$ cat src/hw/rtl/dettrig_pkg.sv
package dettrig_pkg;

   // Field widths fixed by the interface.
   localparam int FRAME_W = 32;
   localparam int TIME_W  = 63;
   localparam int CFG_W   = 16;

   // Serial datapath: timestamps are carried as 64-bit words, eight bits per cycle.
   localparam int WORD_W    = 64;
   localparam int DIGIT_W   = 8;
   localparam int N_DIGITS  = WORD_W / DIGIT_W;
   localparam int CNT_W     = $clog2(N_DIGITS);
   localparam int DIV_STEPS = FRAME_W / N_DIGITS;

   // Quiet-gap limit: seconds times microseconds per second.
   localparam int US_W    = 20;
   localparam int LIMIT_W = CFG_W + US_W;
   localparam logic [US_W-1:0] US_PER_SECOND = 20'd1000000;

   localparam logic [CFG_W-1:0] SAVE_RATE_RESET = 16'd1;
   localparam logic [CFG_W-1:0] INTERVAL_RESET  = 16'd10;

   typedef enum logic [1:0] {
      ST_IDLE,
      ST_RUN,
      ST_DONE
   } seq_state_type;

   typedef enum logic [1:0] {
      KIND_NONE   = 2'd0,
      KIND_MOTION = 2'd1,
      KIND_FACE   = 2'd2
   } alert_kind_type;

   typedef enum logic [1:0] {
      NOTIFY_NONE    = 2'd0,
      NOTIFY_WARNING = 2'd1,
      NOTIFY_DANGER  = 2'd2
   } notify_type;

   typedef enum logic {
      CSR_SAVE_RATE      = 1'b0,
      CSR_EVENT_INTERVAL = 1'b1
   } csr_index_type;

endpackage

$ cat src/hw/rtl/detection_event_trigger.sv
// Channel | Direction | Handshake           | Payload
// req     | in        | req_valid/req_ready | motion_seen, face_seen, frame_number, time_us
// rsp     | out       | rsp_valid/rsp_ready | take_snapshot, raise_alert, alert_kind,
//         |           |                     | alert_time_us, event_closed, event_open
// csr     | in        | csr_we (no wait)    | csr_index, csr_wdata
//
// An item is accepted, worked digit by digit in ST_RUN and finished in ST_DONE; its result
// becomes valid in the same cycle as req_ready is back, so no item is accepted until the
// last is through. The run walks the 64-bit timestamp words at eight bits a cycle; the
// remainder unit retires four frame-number bits a cycle alongside. Reset is synchronous.
// rsp_ready held low stalls only the finishing cycle: one result can wait in the output
// register while the next item is accepted and worked on.
module detection_event_trigger (
   input  logic                             clock,
   input  logic                             reset,
   input  logic                             req_valid,
   output logic                             req_ready,
   input  logic                             req_motion_seen,
   input  logic                             req_face_seen,
   input  logic [dettrig_pkg::FRAME_W-1:0]  req_frame_number,
   input  logic [dettrig_pkg::TIME_W-1:0]   req_time_us,
   output logic                             rsp_valid,
   input  logic                             rsp_ready,
   output logic                             rsp_take_snapshot,
   output logic                             rsp_raise_alert,
   output logic [1:0]                       rsp_alert_kind,
   output logic [dettrig_pkg::TIME_W-1:0]   rsp_alert_time_us,
   output logic                             rsp_event_closed,
   output logic                             rsp_event_open,
   input  logic                             csr_we,
   input  logic                             csr_index,
   input  logic [dettrig_pkg::CFG_W-1:0]    csr_wdata
);
   import dettrig_pkg::*;

   // Control state.
   seq_state_type      state_ff, state_in;
   logic [CNT_W-1:0]   cnt_ff;
   logic               rsp_valid_ff;
   logic               org_nz_ff;   // the time origin has been latched
   logic               es_nz_ff;    // an event is open
   notify_type         nl_ff, nl_in;
   logic [CFG_W-1:0]   save_rate_ff;
   logic [CFG_W-1:0]   interval_ff;

   // Datapath registers.
   logic [LIMIT_W-1:0] lim_now;
   logic [WORD_W-1:0]  t_ff, es_ff, org_ff, lim_sr_ff, atime_sr_ff;
   logic [FRAME_W-1:0] frame_sr_ff;
   logic [CFG_W-1:0]   rem_ff, rem_in;
   logic               bor1_ff, bor2_ff, bor3_ff, dnz_ff, tnz_ff;
   logic               mot_ff, face_ff;

   // Result register.
   logic               snap_ff, alert_ff, closed_ff, open_ff;
   logic [1:0]         kind_ff;
   logic [TIME_W-1:0]  atime_ff;

   logic               accept, run, finish;

   // Digit datapath.
   logic [DIGIT_W-1:0] t_d, es_d, org_d, lim_d;
   logic [DIGIT_W:0]   d1, d2, d3;

   // Finishing decisions.
   logic               det, first, multiple, warn, snap, skip, alert, timing, close_ev;
   logic               es_nz_p, es_nz_in, es_upd;
   logic [1:0]         kind_in;

   assign accept = req_valid && req_ready;

   // --------------------------------------------------------------------------------------
   // Sequencer: idle, the digit run state, then a finishing state that waits for room in the
   // output register.
   // --------------------------------------------------------------------------------------
   always_ff @(posedge clock) begin
      if (reset) begin
         state_ff <= ST_IDLE;
      end else begin
         state_ff <= state_in;
      end
   end

   always_comb begin
      state_in  = state_ff;
      req_ready = 1'b0;
      run       = 1'b0;
      finish    = 1'b0;
      unique case (state_ff)
         ST_IDLE: begin
            req_ready = 1'b1;
            if (req_valid) begin
               state_in = ST_RUN;
            end
         end
         ST_RUN: begin
            run = 1'b1;
            if (cnt_ff == CNT_W'(N_DIGITS - 1)) begin
               state_in = ST_DONE;
            end
         end
         ST_DONE: begin
            if (!rsp_valid_ff || rsp_ready) begin
               finish   = 1'b1;
               state_in = ST_IDLE;
            end
         end
         default: begin
            state_in = ST_IDLE;
         end
      endcase
   end

   // --------------------------------------------------------------------------------------
   // One digit per cycle. The timestamp, event start and origin words rotate, so that after the
   // last digit they hold their loaded values again. Three borrow chains run side by side:
   // frame time minus event start, that difference minus the gap limit, and event start
   // minus the origin, whose digits are collected as the alert time.
   // --------------------------------------------------------------------------------------
   assign t_d   = t_ff[DIGIT_W-1:0];
   assign es_d  = es_ff[DIGIT_W-1:0];
   assign org_d = org_ff[DIGIT_W-1:0];
   assign lim_d = lim_sr_ff[DIGIT_W-1:0];

   assign d1 = {1'b0, t_d} - {1'b0, es_d} - {{DIGIT_W{1'b0}}, bor1_ff};
   assign d2 = {1'b0, d1[DIGIT_W-1:0]} - {1'b0, lim_d} - {{DIGIT_W{1'b0}}, bor2_ff};
   assign d3 = {1'b0, es_d} - {1'b0, org_d} - {{DIGIT_W{1'b0}}, bor3_ff};

   // Gap limit in microseconds from the current interval, loaded as an item is accepted.
   assign lim_now = LIMIT_W'({{US_W{1'b0}}, interval_ff} * {{CFG_W{1'b0}}, US_PER_SECOND});

   // Restoring remainder of the frame number by the save rate, four bits per cycle.
   always_comb begin
      logic [CFG_W:0]   trial;
      logic [CFG_W-1:0] rem_v;
      rem_v = rem_ff;
      trial = '0;
      for (int i = 0; i < DIV_STEPS; i++) begin
         trial = {rem_v, frame_sr_ff[FRAME_W-1-i]};
         if (trial >= {1'b0, save_rate_ff}) begin
            trial = trial - {1'b0, save_rate_ff};
         end
         rem_v = trial[CFG_W-1:0];
      end
      rem_in = rem_v;
   end

   // --------------------------------------------------------------------------------------
   // Finishing decisions. By now es_ff holds the event start as seen by this frame (the frame
   // time if it opened the event) and org_ff the time origin after latching.
   // --------------------------------------------------------------------------------------
   always_comb begin
      det      = mot_ff || face_ff;
      first    = !dnz_ff;
      multiple = (save_rate_ff != '0) && (rem_ff == '0);
      warn     = (nl_ff == NOTIFY_WARNING);
      snap     = det && (first || multiple);
      // A snapshot frame after a warning with only motion neither alerts nor touches timing.
      skip     = snap && warn && !face_ff;
      alert    = snap && (first || warn) && !skip;
      kind_in  = face_ff ? KIND_FACE : KIND_MOTION;
      timing   = det && !skip;
      // The gap ends the event when it is not negative and reaches the limit.
      close_ev = timing && !bor1_ff && !bor2_ff;
      es_nz_p  = es_nz_ff || tnz_ff;
      es_upd   = timing && !close_ev;

      nl_in = nl_ff;
      if (alert) begin
         nl_in = face_ff ? NOTIFY_DANGER : NOTIFY_WARNING;
      end
      if (close_ev) begin
         nl_in = NOTIFY_NONE;
      end

      if (!det) begin
         es_nz_in = es_nz_ff;
      end else if (close_ev) begin
         es_nz_in = 1'b0;
      end else if (es_upd) begin
         // The start follows the frame time, which may itself be zero.
         es_nz_in = tnz_ff;
      end else begin
         es_nz_in = es_nz_p;
      end
   end

   // --------------------------------------------------------------------------------------
   // Control registers and configuration.
   // --------------------------------------------------------------------------------------
   always_ff @(posedge clock) begin
      if (reset) begin
         cnt_ff       <= '0;
         rsp_valid_ff <= 1'b0;
         org_nz_ff    <= 1'b0;
         es_nz_ff     <= 1'b0;
         nl_ff        <= NOTIFY_NONE;
         save_rate_ff <= SAVE_RATE_RESET;
         interval_ff  <= INTERVAL_RESET;
      end else begin
         if (accept) begin
            cnt_ff <= '0;
         end else if (run) begin
            cnt_ff <= cnt_ff + CNT_W'(1);
         end
         if (finish) begin
            rsp_valid_ff <= 1'b1;
            org_nz_ff    <= org_nz_ff || tnz_ff;
            es_nz_ff     <= es_nz_in;
            nl_ff        <= nl_in;
         end else if (rsp_ready) begin
            rsp_valid_ff <= 1'b0;
         end
         if (csr_we) begin
            unique case (csr_index_type'(csr_index))
               CSR_SAVE_RATE:      save_rate_ff <= csr_wdata;
               CSR_EVENT_INTERVAL: interval_ff  <= csr_wdata;
               default: begin
               end
            endcase
         end
      end
   end

   // --------------------------------------------------------------------------------------
   // Datapath registers.
   // --------------------------------------------------------------------------------------
   always_ff @(posedge clock) begin
      if (accept) begin
         t_ff <= {1'b0, req_time_us};
         if (!org_nz_ff) begin
            org_ff <= {1'b0, req_time_us};
         end
         if ((req_motion_seen || req_face_seen) && !es_nz_ff) begin
            es_ff <= {1'b0, req_time_us};
         end
         lim_sr_ff   <= WORD_W'(lim_now);
         frame_sr_ff <= req_frame_number;
         rem_ff      <= '0;
         bor1_ff     <= 1'b0;
         bor2_ff     <= 1'b0;
         bor3_ff     <= 1'b0;
         dnz_ff      <= 1'b0;
         tnz_ff      <= 1'b0;
         mot_ff      <= req_motion_seen;
         face_ff     <= req_face_seen;
      end else if (run) begin
         t_ff        <= {t_d, t_ff[WORD_W-1:DIGIT_W]};
         es_ff       <= {es_d, es_ff[WORD_W-1:DIGIT_W]};
         org_ff      <= {org_d, org_ff[WORD_W-1:DIGIT_W]};
         lim_sr_ff   <= {{DIGIT_W{1'b0}}, lim_sr_ff[WORD_W-1:DIGIT_W]};
         atime_sr_ff <= {d3[DIGIT_W-1:0], atime_sr_ff[WORD_W-1:DIGIT_W]};
         frame_sr_ff <= {frame_sr_ff[FRAME_W-1-DIV_STEPS:0], {DIV_STEPS{1'b0}}};
         rem_ff      <= rem_in;
         bor1_ff     <= d1[DIGIT_W];
         bor2_ff     <= d2[DIGIT_W];
         bor3_ff     <= d3[DIGIT_W];
         dnz_ff      <= dnz_ff || (d1[DIGIT_W-1:0] != '0);
         tnz_ff      <= tnz_ff || (t_d != '0);
      end else if (finish) begin
         if (es_upd) begin
            es_ff <= t_ff;
         end
      end

      if (finish) begin
         snap_ff   <= snap;
         alert_ff  <= alert;
         kind_ff   <= alert ? kind_in : KIND_NONE;
         atime_ff  <= alert ? atime_sr_ff[TIME_W-1:0] : '0;
         closed_ff <= close_ev;
         open_ff   <= es_nz_in;
      end
   end

   assign rsp_valid         = rsp_valid_ff;
   assign rsp_take_snapshot = snap_ff;
   assign rsp_raise_alert   = alert_ff;
   assign rsp_alert_kind    = kind_ff;
   assign rsp_alert_time_us = atime_ff;
   assign rsp_event_closed  = closed_ff;
   assign rsp_event_open    = open_ff;

   // --------------------------------------------------------------------------------------
   // Assertions.
   // --------------------------------------------------------------------------------------
   a_alert_has_kind: assert property (@(posedge clock) disable iff (reset)
      rsp_valid && rsp_raise_alert |->
         (rsp_alert_kind == KIND_MOTION) || (rsp_alert_kind == KIND_FACE))
      else $error("alert without a kind");

   a_no_alert_quiet: assert property (@(posedge clock) disable iff (reset)
      rsp_valid && !rsp_raise_alert |->
         (rsp_alert_kind == KIND_NONE) && (rsp_alert_time_us == '0))
      else $error("alert fields set without an alert");

   a_alert_needs_snap: assert property (@(posedge clock) disable iff (reset)
      rsp_valid && rsp_raise_alert |-> rsp_take_snapshot)
      else $error("alert on a frame without a snapshot");

   a_closed_not_open: assert property (@(posedge clock) disable iff (reset)
      rsp_valid && rsp_event_closed |-> !rsp_event_open)
      else $error("closed event still reported open");

   a_accept_starts_run: assert property (@(posedge clock) disable iff (reset)
      accept |=> (state_ff == ST_RUN) && (cnt_ff == '0))
      else $error("accepted item did not start the digit sequence");

endmodule
$ cat config.mk
export PLATFORM = sky130hd
export DESIGN_NAME = detection_event_trigger
export DESIGN_NICKNAME = d
export VERILOG_FILES = /design/src/hw/rtl/dettrig_pkg.sv /design/src/hw/rtl/detection_event_trigger.sv
export SDC_FILE = /design/constraint.sdc
export NUM_CORES = 1
export LEC_CHECK = 0
export BUFFER_PORTS_ARGS = -buffer_cell sky130_fd_sc_hd__buf_2
export CORE_MARGIN = 2
export CORE_UTILIZATION = 45
export CTS_CLUSTER_DIAMETER = 50
export CTS_CLUSTER_SIZE = 8
export DETAILED_ROUTE_END_ITERATION = 16
export MAX_ROUTING_LAYER = met4
export SLEW_MARGIN = 20
export SYNTH_ARGS = -nofsm -noshare
export SYNTH_HDL_FRONTEND = slang
export SYNTH_SLANG_ARGS = --single-unit
$ cat constraint.sdc
create_clock -name clock -period 12 [get_ports clock]
set_clock_uncertainty 0.15 [all_clocks]
set_input_delay 2.4 -clock clock [delete_from_list [all_inputs] [get_ports clock]]
set_output_delay 2.4 -clock clock [all_outputs]
set_load 0.005 [all_outputs]
Word level (Yosys, flattened, before mapping)
Cells that the tools add are included.

Bits in registers: 458. Logic and storage cells: 138. Input port bits: 119.

Bitwise gates (word level): 2. Reductions and logical operators: 47. Equality and inequality tests: 9. Add/subtract/negate cells: 11. Multipliers: 1. Multiplexer cells: 34. Magnitude comparators: 4.

Operators with widths (count): 64-bit two-way mux (8); 63-bit two-way mux (2); 36-bit two-way mux (2); 17-bit by 16-bit greater-or-equal comparator with 1-bit output (4); 16-bit two-way mux (4); 32-bit two-way mux (2); 16-bit subtractor (4); 16-bit by 14-bit multiplier with 30-bit output (second input constant) (1); 8-bit by 8-bit subtractor with 9-bit output (3); 9-bit by 1-bit subtractor with 9-bit output (3); 16-bit zero test (1); 16-bit nonzero test (1); 8-bit nonzero test (2); 1-bit logical AND (12); 2-bit two-way mux (6); 2-bit AND reduction (5); 1-bit logical OR (9); 1-bit two-way mux (9); 1-bit zero test (8); 2-bit inequality test (second input constant) (4); 2-bit case mux with 3 select lines (1); 3-bit AND reduction (2); 2-bit nonzero test (3); 3-bit nonzero test (2); 8 further kinds (10).

Longest topological paths before layout
Depth after elaboration: 16. Depth in mapped cells: 48. Mapped depth without buffers: 42.

Worst setup path before layout
Ideal clock, no wire load.

Path type: register -> register. From: register save_rate_ff[4]. To: register rem_ff[13]. Setup slack: 1929 ps. Path buffers: 5. Stages on the path, launching flop included: 46. Arrival: 9707 ps. Period minus slack after synthesis: 10071 ps. Cell sequence: dfxtp_1 -> inv_1 -> ha_1 -> a21o_1 -> or3_1 -> o2111a_2 -> nor3_4 -> o21ai_1 -> clkbuf_1 -> o21ai_0 -> inv_1 -> ha_1 -> nor2b_1 -> o31a_1 -> o211ai_1 -> a21oi_1 -> a22oi_1 -> o2111ai_1 -> [... 10 more ...] -> a31oi_1 -> nor2b_1 -> nor3_4 -> buf_4 -> mux2i_1 -> ha_1 -> nor2b_1 -> o21a_1 -> o21ai_0 -> a21oi_1 -> nand4_1 -> a31oi_1 -> or3b_2 -> a31oi_1 -> o21ai_4 -> buf_8 -> mux2i_1 -> o22ai_1.

Longest elaborated chain between the ends: 8. Elaborated cells on any way between the ends: 12. Those cells by class: add/sub (4); order compare (4); mux (4).

Ends and longest elaborated chain: from (decl) (RTL line detection_event_trigger.sv:43) `logic [CFG_W-1:0] save_rate_ff;`; from (signal assigned) (RTL line detection_event_trigger.sv:216) `CSR_SAVE_RATE: save_rate_ff <= csr_wdata;`; 16-bit subtractor or 17-bit by 16-bit greater-or-equal comparator with 1-bit output (tied branches) (RTL line detection_event_trigger.sv:141, detection_event_trigger.sv:140); 16-bit two-way mux (RTL line detection_event_trigger.sv:140) `if (trial >= {1'b0, save_rate_ff}) begin`; 16-bit subtractor or 17-bit by 16-bit greater-or-equal comparator with 1-bit output (tied branches) (RTL line detection_event_trigger.sv:141, detection_event_trigger.sv:140); 16-bit two-way mux (RTL line detection_event_trigger.sv:140); 16-bit subtractor or 17-bit by 16-bit greater-or-equal comparator with 1-bit output (tied branches) (RTL line detection_event_trigger.sv:141, detection_event_trigger.sv:140); 16-bit two-way mux (RTL line detection_event_trigger.sv:140); 16-bit subtractor or 17-bit by 16-bit greater-or-equal comparator with 1-bit output (tied branches) (RTL line detection_event_trigger.sv:141, detection_event_trigger.sv:140); 16-bit two-way mux * (RTL line detection_event_trigger.sv:140); to (signal assigned) (RTL line detection_event_trigger.sv:254) `rem_ff <= rem_in;`; to (decl) (RTL line detection_event_trigger.sv:50) `logic [CFG_W-1:0] rem_ff, rem_in;`.

Mark *: on every way between the ends. The rest lies on a longest branch, timed or not. A chain may end at the register's enable or synchronous reset.

Final worst setup path
From: register save_rate_ff[4]. To: register rem_ff[15].

The elaborated chain is that of the path after synthesis.

==> impl_metrics.toml <==
[drt]
vias = 18200
wl_microns = 64000
wire_per_inst_microns = 18.7
vias_per_cell = 5.34
drc_errors = 0
ant_nets = 0
dr.pass1.iters = 5
drt_iter0_drc = 1302

[synthesis]
yosys-top-cells-area = "edfxtp_1 (45%), ha_1 (10%), nand2_1 (9.3%)"
yosysMostFrequentCell = "nand2_1"
ys_async_sr_fraction_pct = 0
synth_edf_count = 388
ys_top_cells_by_count = "nand2_1 (640), edfxtp_1 (388), ha_1 (212), inv_1 (153), a21oi_1 (104)"
synth_seq_cells = 458
synth_area_leader_cell = "edfxtp_1"
netlist_area_sq_um = 25700
synthCells = 2430
syn_avg_cell_area_sq_um = 10.6
yosysUniqueCellTypes = 78
synth_top_area_share_pct = 45.3
synthFlopType = "edfxtp_1"
ys.warnings.count = 0
synth_seq_area_share_pct = 50.8
syn_nets = 2824

[cts]
post_cts_buffers = 0
cts_max_level = 3
clock_latency_ns = 0.59
root_buffer = "clkbuf_16"
ctsResizeCount = 0
clock_sinks = 458
ctsHoldBuffers = 0
clock_path_buffers = 3
clk_pin_slew_ns = 0.05
cts_buffers = 71
cts_tree = "done"

[run]
maxCapViolations = 0

[timing]
period_minus_slack_ns = 11.06
relSlewSlack_pct = 33.4
max_slew.worst_pin.slew_ns = 0.999
tns_ns = 0
rsz0062_at_grt = "no"
max_clock_freq_ghz = 0.0904
hold_viol = 0
setup_viol = 0
drv_slew = 0
finalCritPeriodShare_pct = 92.2

[floorplanning]
io_pins = 190
coreArea_sq_um = 56400
die_w_microns = 243
num_rows = 87
dieArea_sq_um = 59000
initial_utilization_pct = 45.6
die_h_microns = 243

[critical_path]
max_stage_delay_ns = 0.55
r2r_cells = 41
start_kind = "flip-flop"
cpMaxStageDelayCell = "o21ai_0"
crit_fanout = 17
r2r-end = "rem_ff[15]"
critPathRequiredTime_ns = 12.31
crit_arrival_ns = 11.38
worstSetupStartpoint = "save_rate_ff[4]"
cp-end-kind = "flip-flop"
rrSetupSlack_ns = 0.94
timing_worst_setup_path_type = "reg -> reg"
rr_startpoint = "save_rate_ff[4]"

[global_routing]
grt_overflow = 0
antenna_found_initial = 0
grt_pass1_vias = 18500
grt_pass1_wl_microns = 102000
grt_max_degree = 76
grt_use_total_pct = 22.6

[run_status]
outcome = "completed"

[placement]
dp_hpwl_microns = 45800
gp_congestion = 0.894
port-buffer-count = 189

[layout]
diodes = 0
n_fill_cell = 5123
area_growth_pct = 15.0
fin_nets = 3023
drive_gt1_share_pct = 12.9

[min_path]
worstHoldStart = "atime_sr_ff[63]"
hold_end = "atime_sr_ff[55]"
hold_path_class = "reg -> reg"
hold_depth = 0
## critical path, delay by kind of cell (launching register included)
family                   cells  cell delay [ns]
buffers and inverters        4             0.55
adder cells (fa/ha/maj)      4             1.29
AO/OA/AOI/OAI               22             5.78
AND/OR/NAND/NOR             10             2.43
multiplexers                 1             0.37
flip-flops                   1             0.36
## logic make-up after synthesis
| group | count (synthesis) | share of synthesized area [%] |
|---|---|---|
| and+or+nand+nor | 971 | 16.6 |
| adders and majority gates | 275 | 15.2 |
| xor gates and xnor gates | 86 | 2.93 |
| muxes | 48 | 2.00 |
| DFF | 458 | 50.8 |
| buffers and inverters | 236 | 3.53 |
| AOI/OAI and AO/OA | 356 | 8.92 |
## registers in the layout, summed over array words and instances (netlist names), 3 cells and up
| signal | count |
|---|---|
| atime_sr_ff | 64 |
| cnt_ff | 3 |
| es_ff | 64 |
| frame_sr_ff | 32 |
| interval_ff | 16 |
| lim_sr_ff | 36 |
| org_ff | 64 |
| rem_ff | 16 |
| rsp_alert_time_us | 63 |
| save_rate_ff | 16 |
| t_ff | 64 |
## worst max path at each step
| stage | endpoint | slack, ns | cells past startpoint |
|---|---|---|---|
| after CTS | rem_ff[15] | 0.90 | 40 |
| after global placement | rem_ff[15] | 1.03 | 40 |
| after floorplan | rem_ff[13] | 1.93 | 45 |
| after detailed placement | rem_ff[15] | 0.97 | 40 |
| final | rem_ff[15] | 0.94 | 41 |
| after global routing | rem_ff[15] | 0.03 | 42 |
## final cells by class
class / count / area (sq um) / share of cell area (%)
clock inverter: 15 / 209 / 0.707
tap: 756 / 946 / 3.20
clock buffer: 91 / 1890 / 6.41
multi-input combinational: 1736 / 11800 / 39.8
timing repair buffer: 207 / 1080 / 3.66
inverter: 155 / 594 / 2.01
sequential: 458 / 13100 / 44.2
## per-stage QoR
stage | cells | cell area, sq um | setup WS, ns | util [%] | hold WS, ns
CTS | 3418 | 29600 | 0.900 | 52.4 | 0.266
global placement | 3312 | 27400 | 1.03 | 48.7 | 0.262
floorplan | 2430 | 25700 | 1.93 | - | 0.250
finish | 3418 | 29600 | 0.939 | 52.4 | 0.264
global route | 3418 | 29600 | 0.0311 | 52.4 | 0.286
detailed placement | 3312 | 27400 | 0.966 | 48.7 | 0.255
## layout by cell type (no fill, tap or decap), types with 58 or more instances in the layout
cell type | synthesis | layout
clkbuf_16 | 0 | 73
nand3_1 | 67 | 67
buf_2 | 2 | 189
inv_1 | 153 | 152
edfxtp_1 | 388 | 388
nand2_1 | 640 | 639
a21oi_1 | 104 | 104
and2_1 | 70 | 70
xnor2_1 | 58 | 58
o21ai_0 | 78 | 77
fa_1 | 63 | 63
ha_1 | 212 | 212
dfxtp_1 | 70 | 70
nor2_1 | 65 | 63
## layer usage
| metal | wire length, microns | track usage, % | share of wire [%] |
|---|---|---|---|
| met5 | 0 | - | 0 |
| met4 | 1680 | 7.51 | 2.6 |
| met2 | 28900 | 34.1 | 45 |
| met3 | 3650 | 3.51 | 5.7 |
| met1 | 29800 | 31.1 | 47 |
Power is not shown: default switching activity piles up to over one toggle a cycle in this logic, so the estimate is an artifact.
